`src/hdl/masked_byte_pattern_search_defines.svh`:
```
// assertion macros shared by the pattern search rtl
`ifndef MASKED_BYTE_PATTERN_SEARCH_DEFINES_SVH
`define MASKED_BYTE_PATTERN_SEARCH_DEFINES_SVH

// same-cycle implication, sampled on i_clk, off while i_rst_n is low
`define MBPS_ASSERT_IMP(label, ante, cons, msg) \
    label: assert property (@(posedge i_clk) disable iff (!i_rst_n) (ante) |-> (cons)) \
        else $error(msg);

// next-cycle implication, sampled on i_clk, off while i_rst_n is low
`define MBPS_ASSERT_NXT(label, ante, cons, msg) \
    label: assert property (@(posedge i_clk) disable iff (!i_rst_n) (ante) |=> (cons)) \
        else $error(msg);

`endif

```
`src/hdl/mbps_pkg.sv`:
```
// shared constants and types of the masked byte pattern search
package mbps_pkg;

    localparam int PAT_BYTES      = 32;
    localparam int IDX_W          = $clog2(PAT_BYTES);
    localparam int LEN_W          = 6;
    localparam int WIN_DEPTH      = PAT_BYTES - 1;
    localparam int DATA_W         = 8;
    localparam int CFG_W          = 64;
    localparam int CFG_IDX_W      = 3;
    localparam int PAT_WORDS      = PAT_BYTES / (CFG_W / DATA_W);
    localparam int PAT_WORD_IDX_W = $clog2(PAT_WORDS);
    localparam int MASK_W         = 32;
    localparam int OFF_W          = 32;
    localparam int OUT_OFF_W      = 32;
    localparam int ADDR_W         = 64;

    typedef enum logic [CFG_IDX_W-1:0] {
        CFG_PAT0 = 3'd0,
        CFG_PAT1 = 3'd1,
        CFG_PAT2 = 3'd2,
        CFG_PAT3 = 3'd3,
        CFG_MASK = 3'd4,
        CFG_LEN  = 3'd5,
        CFG_BASE = 3'd6
    } t_cfg_idx;

    // window shift control handed to every cell
    typedef struct packed {
        logic shift;
        logic clear;
    } t_win_ctl;

endpackage

```
`src/hdl/mbps_in_if.sv`:
```
// byte stream channel into the pattern search
interface mbps_in_if;
    logic                        valid;
    logic                        ready;
    logic [mbps_pkg::DATA_W-1:0] data_byte;
    logic                        last_byte;

    modport source (output valid, output data_byte, output last_byte, input ready);
    modport sink   (input valid, input data_byte, input last_byte, output ready);
endinterface

```
`src/hdl/mbps_out_if.sv`:
```
// search result channel out of the pattern search
interface mbps_out_if;
    logic                           valid;
    logic                           ready;
    logic                           found;
    logic [mbps_pkg::OUT_OFF_W-1:0] match_offset;
    logic [mbps_pkg::ADDR_W-1:0]    match_address;

    modport source (output valid, output found, output match_offset, output match_address,
                    input ready);
    modport sink   (input valid, input found, input match_offset, input match_address,
                    output ready);
endinterface

```
`src/hdl/mbps_cell.sv`:
```
// one window cell: compares the byte passing through and holds it for the next age
module mbps_cell (
    input  logic                        i_clk,
    input  logic                        i_rst_n,
    input  mbps_pkg::t_win_ctl          i_ctl,
    input  logic [mbps_pkg::DATA_W-1:0] i_byte,
    input  logic [mbps_pkg::DATA_W-1:0] i_pat_byte,
    input  logic                        i_care,
    output logic [mbps_pkg::DATA_W-1:0] o_byte,
    output logic                        o_hit
);

    logic [mbps_pkg::DATA_W-1:0] r_byte;

    always_ff @(posedge i_clk) begin
        if (!i_rst_n || i_ctl.clear) begin
            r_byte <= '0;
        end else if (i_ctl.shift) begin
            r_byte <= i_byte;
        end
    end

    // wildcard or equal at this age
    assign o_hit  = !i_care || (i_byte == i_pat_byte);
    assign o_byte = r_byte;

endmodule

```
`src/hdl/masked_byte_pattern_search.sv`:
```
// top level of the masked byte pattern search
//
// usage
//   i_in carries one buffer byte per transaction, last_byte marks the final byte.
//   o_out carries at most one result per buffer: found=1 with the offset of the
//   first byte of the first match and base_address plus that offset, or found=0
//   on the last byte when the buffer held no match. bytes after a match are
//   absorbed without result.
//   the pattern registers are written through i_cfg_we / i_cfg_idx / i_cfg_data
//   while no transaction is in flight.
// timing
//   one byte per cycle sustained while i_in is open. the window compare is done in the
//   cycle the byte is accepted; the result is registered into the output register, or
//   into the skid register while the output register waits. this two-entry output queue
//   keeps i_in open while one result waits; i_in only stalls when both entries are full.
// reset
//   synchronous active low: window, offset counter and queue clear, pattern and
//   mask clear, pattern_length returns to 1, base_address to 0.
`include "masked_byte_pattern_search_defines.svh"

module masked_byte_pattern_search (
    input  logic                           i_clk,
    input  logic                           i_rst_n,
    mbps_in_if.sink                        i_in,
    mbps_out_if.source                     o_out,
    input  logic                           i_cfg_we,
    input  logic [mbps_pkg::CFG_IDX_W-1:0] i_cfg_idx,
    input  logic [mbps_pkg::CFG_W-1:0]     i_cfg_data
);

    localparam int PAT_BYTES = mbps_pkg::PAT_BYTES;
    localparam int WIN_DEPTH = mbps_pkg::WIN_DEPTH;
    localparam int IDX_W     = mbps_pkg::IDX_W;
    localparam int DATA_W    = mbps_pkg::DATA_W;
    localparam int CFG_W     = mbps_pkg::CFG_W;
    localparam int LEN_W     = mbps_pkg::LEN_W;
    localparam int OFF_W     = mbps_pkg::OFF_W;
    localparam int OUT_OFF_W = mbps_pkg::OUT_OFF_W;
    localparam int ADDR_W    = mbps_pkg::ADDR_W;
    localparam int MASK_W    = mbps_pkg::MASK_W;
    localparam int PAT_WORDS = mbps_pkg::PAT_WORDS;
    localparam int BYTE_SH   = $clog2(DATA_W);

    typedef struct packed {
        logic                 found;
        logic [OUT_OFF_W-1:0] offset;
    } t_result;

    // configuration registers
    logic [CFG_W-1:0]  r_pat [PAT_WORDS];
    logic [MASK_W-1:0] r_mask;
    logic [LEN_W-1:0]  r_len;
    logic [ADDR_W-1:0] r_base;

    // per-buffer state
    logic [OFF_W-1:0]  r_pos;
    logic              r_reported;

    // output queue
    logic    r_out_v, n_out_v;
    logic    r_skid_v, n_skid_v;
    t_result r_out, n_out;
    t_result r_skid, n_skid;

    logic [PAT_BYTES*DATA_W-1:0] w_pat_flat;
    logic [IDX_W-1:0]            w_len_m1;
    logic [DATA_W-1:0]           w_al_byte [PAT_BYTES];
    logic [PAT_BYTES-1:0]        w_al_care;
    logic [DATA_W-1:0]           w_win [WIN_DEPTH+1];
    logic [WIN_DEPTH-1:0]        w_cell_hit;
    logic                        w_tail_hit;
    logic                        w_hit_all;
    logic                        w_acc;
    logic                        w_match;
    logic                        w_res_v;
    logic                        w_pop;
    t_result                     w_res;
    mbps_pkg::t_win_ctl          w_ctl;

    // ---------------- configuration ----------------
    always_ff @(posedge i_clk) begin
        if (!i_rst_n) begin
            for (int w = 0; w < PAT_WORDS; w++) begin
                r_pat[w] <= '0;
            end
            r_mask <= '0;
            r_len  <= LEN_W'(1);
            r_base <= '0;
        end else if (i_cfg_we) begin
            unique case (i_cfg_idx) inside
                mbps_pkg::CFG_PAT0, mbps_pkg::CFG_PAT1,
                mbps_pkg::CFG_PAT2, mbps_pkg::CFG_PAT3: begin
                    r_pat[i_cfg_idx[mbps_pkg::PAT_WORD_IDX_W-1:0]] <= i_cfg_data;
                end
                mbps_pkg::CFG_MASK: r_mask <= i_cfg_data[MASK_W-1:0];
                mbps_pkg::CFG_LEN:  r_len  <= i_cfg_data[LEN_W-1:0];
                mbps_pkg::CFG_BASE: r_base <= i_cfg_data;
                default: ;
            endcase
        end
    end

    // pattern length minus one, with zero taken as one and overlong as full
    always_comb begin
        if (r_len == '0) begin
            w_len_m1 = '0;
        end else if (r_len > LEN_W'(PAT_BYTES)) begin
            w_len_m1 = IDX_W'(PAT_BYTES - 1);
        end else begin
            w_len_m1 = IDX_W'(r_len - LEN_W'(1));
        end
    end

    always_comb begin
        for (int w = 0; w < PAT_WORDS; w++) begin
            w_pat_flat[w*CFG_W +: CFG_W] = r_pat[w];
        end
    end

    // align the pattern to window ages: age a meets pattern byte len-1-a,
    // ages at or beyond the length never care
    always_comb begin
        logic [IDX_W-1:0] v_idx;
        v_idx = '0;
        for (int a = 0; a < PAT_BYTES; a++) begin
            v_idx        = w_len_m1 - IDX_W'(a);
            w_al_byte[a] = w_pat_flat[{v_idx, BYTE_SH'(0)} +: DATA_W];
            w_al_care[a] = (IDX_W'(a) <= w_len_m1) && r_mask[v_idx];
        end
    end

    // ---------------- window chain ----------------
    assign w_acc       = i_in.valid && i_in.ready;
    assign w_ctl.shift = w_acc && !i_in.last_byte;
    assign w_ctl.clear = w_acc && i_in.last_byte;
    assign w_win[0]    = i_in.data_byte;

    // cell g compares the byte of age g and holds it as age g+1
    for (genvar g = 0; g < WIN_DEPTH; g++) begin : g_cell
        mbps_cell u_cell (
            .i_clk      (i_clk),
            .i_rst_n    (i_rst_n),
            .i_ctl      (w_ctl),
            .i_byte     (w_win[g]),
            .i_pat_byte (w_al_byte[g]),
            .i_care     (w_al_care[g]),
            .o_byte     (w_win[g+1]),
            .o_hit      (w_cell_hit[g])
        );
    end

    // oldest age sits at the end of the chain
    assign w_tail_hit = !w_al_care[WIN_DEPTH] || (w_win[WIN_DEPTH] == w_al_byte[WIN_DEPTH]);
    assign w_hit_all  = (&w_cell_hit) && w_tail_hit;

    // ---------------- match decision ----------------
    // a match needs at least len bytes of this buffer, counting the current one
    assign w_match = !r_reported && (r_pos >= OFF_W'(w_len_m1)) && w_hit_all;
    assign w_res_v = w_acc && !r_reported && (w_match || i_in.last_byte);

    always_comb begin
        w_res.found  = w_match;
        w_res.offset = w_match ? OUT_OFF_W'(r_pos - OFF_W'(w_len_m1)) : '0;
    end

    always_ff @(posedge i_clk) begin
        if (!i_rst_n) begin
            r_pos      <= '0;
            r_reported <= 1'b0;
        end else if (w_acc) begin
            if (i_in.last_byte) begin
                r_pos      <= '0;
                r_reported <= 1'b0;
            end else begin
                // offset counter saturates
                if (r_pos != '1) begin
                    r_pos <= r_pos + OFF_W'(1);
                end
                r_reported <= r_reported || w_match;
            end
        end
    end

    // ---------------- output queue ----------------
    assign w_pop      = r_out_v && o_out.ready;
    assign i_in.ready = !r_skid_v;

    always_comb begin
        n_out_v  = r_out_v;
        n_out    = r_out;
        n_skid_v = r_skid_v;
        n_skid   = r_skid;
        if (r_skid_v) begin
            // input is closed, drain skid into the output register
            if (w_pop) begin
                n_out    = r_skid;
                n_skid_v = 1'b0;
            end
        end else if (w_res_v) begin
            if (!r_out_v || w_pop) begin
                n_out_v = 1'b1;
                n_out   = w_res;
            end else begin
                n_skid_v = 1'b1;
                n_skid   = w_res;
            end
        end else if (w_pop) begin
            n_out_v = 1'b0;
        end
    end

    always_ff @(posedge i_clk) begin
        if (!i_rst_n) begin
            r_out_v  <= 1'b0;
            r_skid_v <= 1'b0;
        end else begin
            r_out_v  <= n_out_v;
            r_skid_v <= n_skid_v;
        end
    end

    always_ff @(posedge i_clk) begin
        r_out  <= n_out;
        r_skid <= n_skid;
    end

    // the user changes the base address only while nothing is queued; the block itself does not enforce it
    assign o_out.valid         = r_out_v;
    assign o_out.found         = r_out.found;
    assign o_out.match_offset  = r_out.offset;
    assign o_out.match_address = r_out.found ? (r_base + ADDR_W'(r_out.offset)) : '0;

    // ---------------- assertions ----------------
    `MBPS_ASSERT_IMP(a_skid_behind_out, r_skid_v, r_out_v, "skid entry without output entry")
    `MBPS_ASSERT_NXT(a_last_clears, w_acc && i_in.last_byte, (r_pos == '0) && !r_reported, "buffer state not cleared after last byte")
    `MBPS_ASSERT_NXT(a_match_marks, w_acc && w_match && !i_in.last_byte, r_reported, "match not recorded as reported")
    `MBPS_ASSERT_IMP(a_one_result, w_acc && r_reported, !w_res_v, "second result in one buffer")

endmodule

```
`src/flat_wrapper.sv`:
```
// flat-port wrapper written by rule: the top's interface ports become plain ports
module masked_byte_pattern_search_flat 
  (i_clk, i_rst_n, i_cfg_we, i_cfg_idx, i_cfg_data, i_in_valid, i_in_data_byte, i_in_last_byte, i_in_ready, o_out_valid, o_out_found, o_out_match_offset, o_out_match_address, o_out_ready);
  mbps_in_if i_in_i ();
  mbps_out_if o_out_i ();
  input  logic i_clk;
  input  logic i_rst_n;
  input  logic i_cfg_we;
  input  logic [mbps_pkg::CFG_IDX_W-1:0] i_cfg_idx;
  input  logic [mbps_pkg::CFG_W-1:0] i_cfg_data;
  input wire logic [$bits(i_in_i.valid)-1:0] i_in_valid;
  input wire logic [$bits(i_in_i.data_byte)-1:0] i_in_data_byte;
  input wire logic [$bits(i_in_i.last_byte)-1:0] i_in_last_byte;
  output wire logic [$bits(i_in_i.ready)-1:0] i_in_ready;
  output wire logic [$bits(o_out_i.valid)-1:0] o_out_valid;
  output wire logic [$bits(o_out_i.found)-1:0] o_out_found;
  output wire logic [$bits(o_out_i.match_offset)-1:0] o_out_match_offset;
  output wire logic [$bits(o_out_i.match_address)-1:0] o_out_match_address;
  input wire logic [$bits(o_out_i.ready)-1:0] o_out_ready;
  assign i_in_i.valid = i_in_valid;
  assign i_in_i.data_byte = i_in_data_byte;
  assign i_in_i.last_byte = i_in_last_byte;
  assign i_in_ready = i_in_i.ready;
  assign o_out_valid = o_out_i.valid;
  assign o_out_found = o_out_i.found;
  assign o_out_match_offset = o_out_i.match_offset;
  assign o_out_match_address = o_out_i.match_address;
  assign o_out_i.ready = o_out_ready;
  masked_byte_pattern_search u_core (.i_clk(i_clk), .i_rst_n(i_rst_n), .i_in(i_in_i), .o_out(o_out_i), .i_cfg_we(i_cfg_we), .i_cfg_idx(i_cfg_idx), .i_cfg_data(i_cfg_data));
endmodule
```
`config.mk`:
```
export PLATFORM = sky130hd
export DESIGN_NAME = masked_byte_pattern_search_flat
export DESIGN_NICKNAME = d
export VERILOG_FILES = /design/src/hdl/mbps_pkg.sv /design/src/hdl/mbps_in_if.sv /design/src/hdl/mbps_out_if.sv /design/src/hdl/mbps_cell.sv /design/src/hdl/masked_byte_pattern_search.sv /design/src/flat_wrapper.sv
export VERILOG_INCLUDE_DIRS = /design/src /design/src/hdl
export SDC_FILE = /design/constraint.sdc
export NUM_CORES = 2
export LEC_CHECK = 0
export BUFFER_PORTS_ARGS = -buffer_cell sky130_fd_sc_hd__buf_2
export CAP_MARGIN = 20
export CORE_MARGIN = 3
export CORE_UTILIZATION = 28
export DETAILED_ROUTE_END_ITERATION = 10
export PLACE_DENSITY = 0.47
export SLEW_MARGIN = 20
export SYNTH_ARGS = -nofsm -noshare
export SYNTH_HDL_FRONTEND = slang
export SYNTH_SLANG_ARGS = --single-unit
```
`constraint.sdc`:
```
create_clock -name i_clk -period 21.8 [get_ports i_clk]
set_clock_uncertainty 0.05 [all_clocks]
set_input_delay 0 -clock i_clk [delete_from_list [all_inputs] [get_ports i_clk]]
set_output_delay 0 -clock i_clk [all_outputs]
set_load 0.005 [all_outputs]
```
Word level (Yosys, flattened, before mapping)
Memory sizes are Yosys's and may differ from the RTL's.
Cells that the tools add are included.
Widths: inputs -> output; s select.
{"block": "op_classes", "reduce_logical": 130, "order_cmp": 66, "n_mux": 90, "eq_ne": 41, "n_bitwise": 2, "n_addsub": 35, "shift": 32}
{"cell": "$shiftx 256x9->8", "count": 32}
{"cell": "$eq 8x8->1", "count": 32}
{"cell": "$lt 5x6->1 const B", "count": 32}
{"cell": "$bmux 1 s5", "count": 32}
{"cell": "$mux 33", "count": 4}
{"cell": "$mux 64", "count": 2}
{"cell": "$mux 32", "count": 3}
{"cell": "$le 5x5->1 const A", "count": 16}
{"cell": "$sub 5x5->5 const B", "count": 16}
{"cell": "$add 64x32->64", "count": 1}
{"cell": "$reduce_or 64->1", "count": 1}
{"cell": "$mux 1", "count": 46}
{"cell": "$logic_and 1x1->1", "count": 41}
{"cell": "$le 4x5->1 const A", "count": 8}
{"cell": "$sub 5x4->5 const B", "count": 8}
{"cell": "$logic_not 1->1", "count": 37}
{"cell": "$logic_or 1x1->1", "count": 36}
{"cell": "$add 32x1->32 const B", "count": 1}
{"cell": "$ge 32x5->1", "count": 1}
{"cell": "$ne 32x32->1 const B", "count": 1}
{"cell": "$sub 32x5->32", "count": 1}
{"cell": "$reduce_and 31->1", "count": 1}
{"cell": "$le 3x5->1 const A", "count": 4}
{"cell": "$sub 5x3->5 const B", "count": 4}
{"cell": "18 further kinds", "count": 36}
{"block": "word_totals", "mem_count": 1, "mem_bits_rw": 256, "register_bits": 451, "inputBits": 81}
{"memory": "u_core.r_pat", "depth": 4, "word_bits": 64, "rd": 4, "rd_clocked_by_memory_dff": 0, "write_ports": 4, "line_no": "masked_byte_pattern_search.sv:50", "rtl": "logic [CFG_W-1:0] r_pat [PAT_WORDS];"}

Logic depth before layout (Yosys ltp)
{"block": "logic_depth", "word_depth": 16, "mapped_depth": 34, "mapped_depth_nobuf": 21}

Cells and area by module
From an unflattened synthesis, not the netlist that was laid out.
{"block": "hier_totals", "hier_cells": 5304, "area_unflattened_um2": 52271.4}
{"mod": "masked_byte_pattern_search", "area_each_um2": 40480.1, "seq_area_each_um2": 12411.9, "n_inst": 1, "cells_each": 4126}
{"mod": "mbps_cell", "area_each_um2": 380.4, "seq_area_each_um2": 160.2, "n_inst": 31, "cells_each": 38}

Worst setup path after synthesis
OpenSTA, ideal clock, no wires.
{"block": "synth_path", "path_kind": "register to register", "startpoint": "reg u_core.r_len[0]", "endpoint": "reg u_core.r_skid[0] (netlist bit), enable pin", "path_buffers": 15, "t_arrival_ns": 9.689, "required_ns": 21.316, "path_stages_with_launch": 34, "period_less_slack_ns": 10.174, "path_slack_ns": 11.626, "setup_ns": 0.434, "path_cell_list": "dfxtp_1 -> clkbuf_1 -> clkbuf_1 -> inv_1 -> ha_1 -> or4b_1 -> buf_2 -> maj3_2 -> buf_6 -> buf_2 -> buf_1 -> clkbuf_1 -> clkbuf_1 -> inv_1 -> ha_1 -> clkbuf_1 -> clkbuf_1 -> buf_2 -> buf_1 -> clkbuf_1 -> nor3_1 -> a211o_1 -> mux2i_1 -> mux2i_1 -> mux2i_1 -> xor2_1 -> nand2_1 -> nor4_1 -> o2111ai_1 -> or4_1 -> or4_1 -> buf_2 -> buf_6 -> a21oi_1"}
{"block": "synth_between", "elab_chain_cells": 15, "word_cells_on_any_way": 300}
{"element": "from (decl)", "line_no": "masked_byte_pattern_search.sv:52", "rtl": "logic [LEN_W-1:0] r_len;"}
{"element": "from (signal assigned)", "line_no": "masked_byte_pattern_search.sv:96", "rtl": "mbps_pkg::CFG_LEN: r_len <= i_cfg_data[LEN_W-1:0];"}
{"element": "$sub 5x1->5 / $gt 6x6->1 (equally long branches)", "line_no": "masked_byte_pattern_search.sv:110, masked_byte_pattern_search.sv:107"}
{"element": "$mux 5", "line_no": "masked_byte_pattern_search.sv:107", "rtl": "end else if (r_len > LEN_W'(PAT_BYTES)) begin"}
{"element": "$mux 5 *", "line_no": "masked_byte_pattern_search.sv:105", "rtl": "if (r_len == '0) begin"}
{"element": "parallel branches: the longest is 8 deep, another holds $sub 5x5->5"}
{"element": "$logic_and 1x1->1 *", "line_no": "masked_byte_pattern_search.sv:158", "rtl": "assign w_match = !r_reported && (r_pos >= OFF_W'(w_len_m1)) && w_hit_all;"}
{"element": "$logic_or 1x1->1 *", "line_no": "masked_byte_pattern_search.sv:159", "rtl": "assign w_res_v = w_acc && !r_reported && (w_match || i_in.last_byte);"}
{"element": "$logic_and 1x1->1 *", "line_no": "masked_byte_pattern_search.sv:159"}
{"element": "$reduce_and 3->1 (no source line) *"}
{"element": "to (signal assigned)", "line_no": "masked_byte_pattern_search.sv:224", "rtl": "r_skid <= n_skid;"}
{"element": "to (decl)", "line_no": "masked_byte_pattern_search.sv:63", "rtl": "t_result r_skid, n_skid;"}
Every way passes the cells marked *. The select of a mux whose other input is x is not followed.
A chain may end at the register's enable or synchronous reset.

Worst setup path in the final report
{"block": "layout_path", "startpoint": "reg u_core.r_len[0]", "endpoint": "reg u_core.r_out, in the netlist u_core.o_out.match_offset[22], enable pin"}
{"block": "layout_between", "elab_chain_cells": 16, "word_cells_on_any_way": 301}
{"element": "$sub 5x1->5 / $gt 6x6->1 (equally long branches)", "line_no": "masked_byte_pattern_search.sv:110, masked_byte_pattern_search.sv:107"}
{"element": "$mux 5", "line_no": "masked_byte_pattern_search.sv:107"}
{"element": "$mux 5 *", "line_no": "masked_byte_pattern_search.sv:105"}
{"element": "parallel branches: the longest is 8 deep, another holds $sub 5x5->5"}
{"element": "$logic_and 1x1->1 *", "line_no": "masked_byte_pattern_search.sv:158"}
{"element": "$logic_or 1x1->1 *", "line_no": "masked_byte_pattern_search.sv:159"}
{"element": "$logic_and 1x1->1 *", "line_no": "masked_byte_pattern_search.sv:159"}
{"element": "$reduce_bool 2->1 (no source line) *"}
{"element": "$reduce_and 3->1 (no source line) *"}
{"element": "to (signal assigned)", "line_no": "masked_byte_pattern_search.sv:223", "rtl": "r_out <= n_out;"}
{"element": "to (decl)", "line_no": "masked_byte_pattern_search.sv:62", "rtl": "t_result r_out, n_out;"}
Marked as above.

==> out/metrics.cfg <==
[clock_tree]
clock_latency_ps=750
cts_tree=built
htreeDepth=3
numClockSinks=707
clockRootBuffer=clkbuf_16
clockBufferDepth=3
numCtsBuffers=86
clkTransAtPathRegs_ps=60

[worst_setup_path]
ff2ff_path_depth=23
path_max_fanout=70
crit_path_frequent_cell=buf_4
critical_path_class=reg2reg
cp-end-kind=register
cp_slowest_stage_delay_ps=790
regToRegSetupSlack_ps=11200
cpLargestDelayFamily=simple AND/OR/NAND/NOR gates
reg2reg_to=u_core.o_out.match_offset[22]
cp-start-kind=register
required_ps=22130
reg2reg_from=u_core.r_len[0]
crit_chain=inv_1 > ha_1 > or4b_2 > buf_4 > maj3_4 > inv_1 > ha_4 > buf_4 > a31o_2 > a222oi_1 > and3_1 > nor2b_1 > a211oi_1 > a211oi_1 > a21oi_1 > xor2_1 > nor4_1 > o2111ai_1 > or4_1 > or4_4 > buf_4 > a211oi_4 > buf_4
critical_path_arrival_ps=10920
worst-path-buf-inv=6
slowest_stage=dfxtp_1

[floorplanning]
die_h_um=452.0
core_area_sq_um=197600
io-pin-count=180
rows=163
dieArea_sq_um=204300
fp.dieW_um=452.0
start_util=0.2818

[logic_synthesis]
syn_area_per_cell_sq_um=8.819
synth-seq-cells=707
ys_warn_count=0
synthesis.area_sq_um=55700
synth_top_area_frac=0.1905
ys_seq_area_frac=0.3120
async_reset_ff_frac=0
syn_nets=6445
synth_edf_count=322
yosys_most_used_dff=dfxtp_1
netlist_top_cells_area=mux2i_1, edfxtp_1, dfxtp_1
yosysTopAreaCell=mux2i_1
syn_inst=6316
yosysUniqueCellTypes=91

[timing]
worst_slew_margin_rel=0.2152
worst_slew_pin_slew_ps=1177
maxSlewViolCount=0
final.setup.tns_ps=0
finalWorstSetupSlack_ps=11200
period_share=0.4861
fmax_mhz=94.37
min_period_ps=10600
grt_setup_unrepaired=no
hold_violations=0
setup_violations=0

[cells_and_area]
stdcell_count=9005
synthToLayoutAreaGrowth_pct=13.31
drive_gt1_frac=0.1129
fill_cells=20560
final_nets=6419
final_core_util=0.3194

[job]
maxCapViolations=0

[worst_hold_path]
whs_path_depth=4
min_to=u_core.r_base[36]
hold_path_class=in2reg
hold_start=i_cfg_data[36]

[pwr]
power_density_nw_per_um2=75.62
power_leakage_nw=25.64
total_power_mw=4.773
ir_drop_mv=0.05798

[grt]
grt_max_degree=195
grt_usage=0.2648
grt_pass1_wl_mm=386.8
antenna_found_initial=12
grt.overflow.total=0
grt_pass1_vias=47810

[route]
ant_nets=0
maxUsedRoutingLayer=met5
wl_met1_mm=123.9
drt_wl_total_mm=281.7
wl_met3_mm=28.15
drc_errors=0
dr.pass1.iters=6
post_drt_wl_per_cell_um=31.29
vias=52500
avgViaCountPerCell=5.830
drt_iter0_drc=7265
wl_met2_mm=113.6

[placement]
preCtsSetupSlack_ps=11520
place_hpwl_mm=218.3
gp_congestion=1.025
dpl.cell_count=8743
io_buffers=179

[status]
status=finished, final reports clean

## Yosys cell counts, types with 9 or more instances
library cell and number:
nor3_1 116, a21oi_1 496, a211o_1 14, o21ai_0 107, a21o_1 19, a222oi_1 26, a22oi_1 15, nand3_1 130
edfxtp_1 322, mux2i_1 1060, a2111oi_0 10, nand2b_1 20, nand2_1 605, buf_1 79, nor4_1 64, dfxtp_1 385
a21boi_0 14, nand4_1 51, mux2_2 41, xor2_1 207, o22ai_1 37, a32oi_1 12, mux4_2 131, o21a_1 9
a211oi_1 67, o32ai_1 20, nor2b_1 17, or3_1 24, buf_2 80, a311oi_1 14, a31oi_1 55, clkbuf_1 345
or4_1 11, o31ai_2 31, xnor2_1 246, o31ai_1 16, o211ai_1 14, a221oi_1 21, and2_1 72, ha_1 46
inv_1 100, and3_1 346, a221o_1 16, nor2_1 671
## registers in the layout (all words and copies together), names as in the netlist
register                     count
u_core.o_out.match_offset       32
u_core.r_pos                    32
u_core.g_cell.u_cell.o_byte    248
u_core.r_len                     6
u_core.r_skid                   33
u_core.r_mask                   32
u_core.r_pat                   256
u_core.o_out.found               1
u_core.r_skid_v                  1
u_core.r_reported                1
u_core.o_out.valid               1
u_core.r_base                   64
## worst max path at each step
stage / start / cells past startpoint / end
after floorplan: u_core.r_len[0] / 33 / u_core.r_skid[0]
after global placement: u_core.r_len[0] / 23 / u_core.o_out.match_offset[22]
after detailed placement: u_core.r_len[0] / 23 / u_core.o_out.match_offset[22]
after CTS: u_core.r_len[0] / 23 / u_core.o_out.match_offset[2]
after global routing: u_core.r_len[0] / 24 / u_core.o_out.match_offset[2]
final: u_core.r_len[0] / 23 / u_core.o_out.match_offset[22]
## cell usage in the layout, fill, tap and decap left out, drive strengths merged, types with 24 or more instances in the layout
cell type	netlist	final
nand2	605	605
clkinv	0	29
dfxtp	385	385
mux2	41	41
mux4	131	131
and2	72	72
nand4	51	51
xnor2	249	249
buf	167	299
nor3	118	118
xor2	207	207
mux2i	1060	1060
nand3	131	131
nor4	65	65
and3	346	346
a31oi	55	55
inv	107	112
a21oi	496	496
clkbuf	345	113
nor2	674	674
o22ai	38	38
dlygate4sd3	0	99
ha	46	46
a222oi	26	26
or3	24	24
a211oi	69	69
o31ai	47	47
edfxtp	322	322
o21ai	115	115
## metal layers
| metal | GRT usage | vias to the layer above |
|---|---|---|
| li1 | - | 22990 |
| met1 | 0.3790 | 26190 |
| met2 | 0.3702 | 2853 |
| met3 | 0.05866 | 455 |
| met4 | 0.1330 | 8 |
| met5 | 0 | - |
## tightest hold or removal path: cells and delay by family
kind | cells | cell delay [ps]
AO/OA/AOI/OAI | 1 | 50
buffers and inverters | 2 | 690
AND/OR/NAND/NOR | 1 | 60
## metrics by stage
stage,area [sq um],hold slack [ps]
final,63110,46.74
after CTS,63100,0.1593
after detailed placement,59170,222.1
after global placement,59140,222.6
after global routing,63110,48.25
after floorplan,55700,85.97
## where the power goes
group          switching (mW)  internal (mW)
registers               0.108           1.46
logic                    1.11          0.577
clock network           0.642          0.874
total                    1.86           2.92
## area by class of cell
cell class / count / area [sq um] / area share
clock inverter: 47 / 595.6 / 0.009436
timing repair buffer: 398 / 2845 / 0.04508
clock buffer: 113 / 2345 / 0.03715
sequential: 707 / 17380 / 0.2754
inverter: 107 / 425.4 / 0.006740
tap: 2640 / 3303 / 0.05234
multi-input combinational: 4990 / 36210 / 0.5738
antenna: 3 / 7.507 / 0.0001189
## kinds of logic (layout without fill, tap and decap cells)
kind of cell | count (synthesis) | in the layout | share of synthesized area
muxes | 1232 | 1232 | 0.2518
buffers and inverters | 619 | 665 | 0.04450
AOI/OAI and AO/OA | 1079 | 1079 | 0.1245
other | 0 | 3 | 0
and+or+nand+nor | 2172 | 2172 | 0.1834
adders and majority gates | 51 | 51 | 0.01161
xor gates and xnor gates | 456 | 456 | 0.07231
DFF | 707 | 707 | 0.3120
## repair_timing
item | in CTS | in global routing
gates resized for setup | 0 | 0
hold buffers | 99 | 0
buffers inserted | 0 | 0
hold endpoints to repair | 436 | 0
setup endpoints to repair | 0 | 0
No activity file was read; power rests on OpenSTA's default activity.
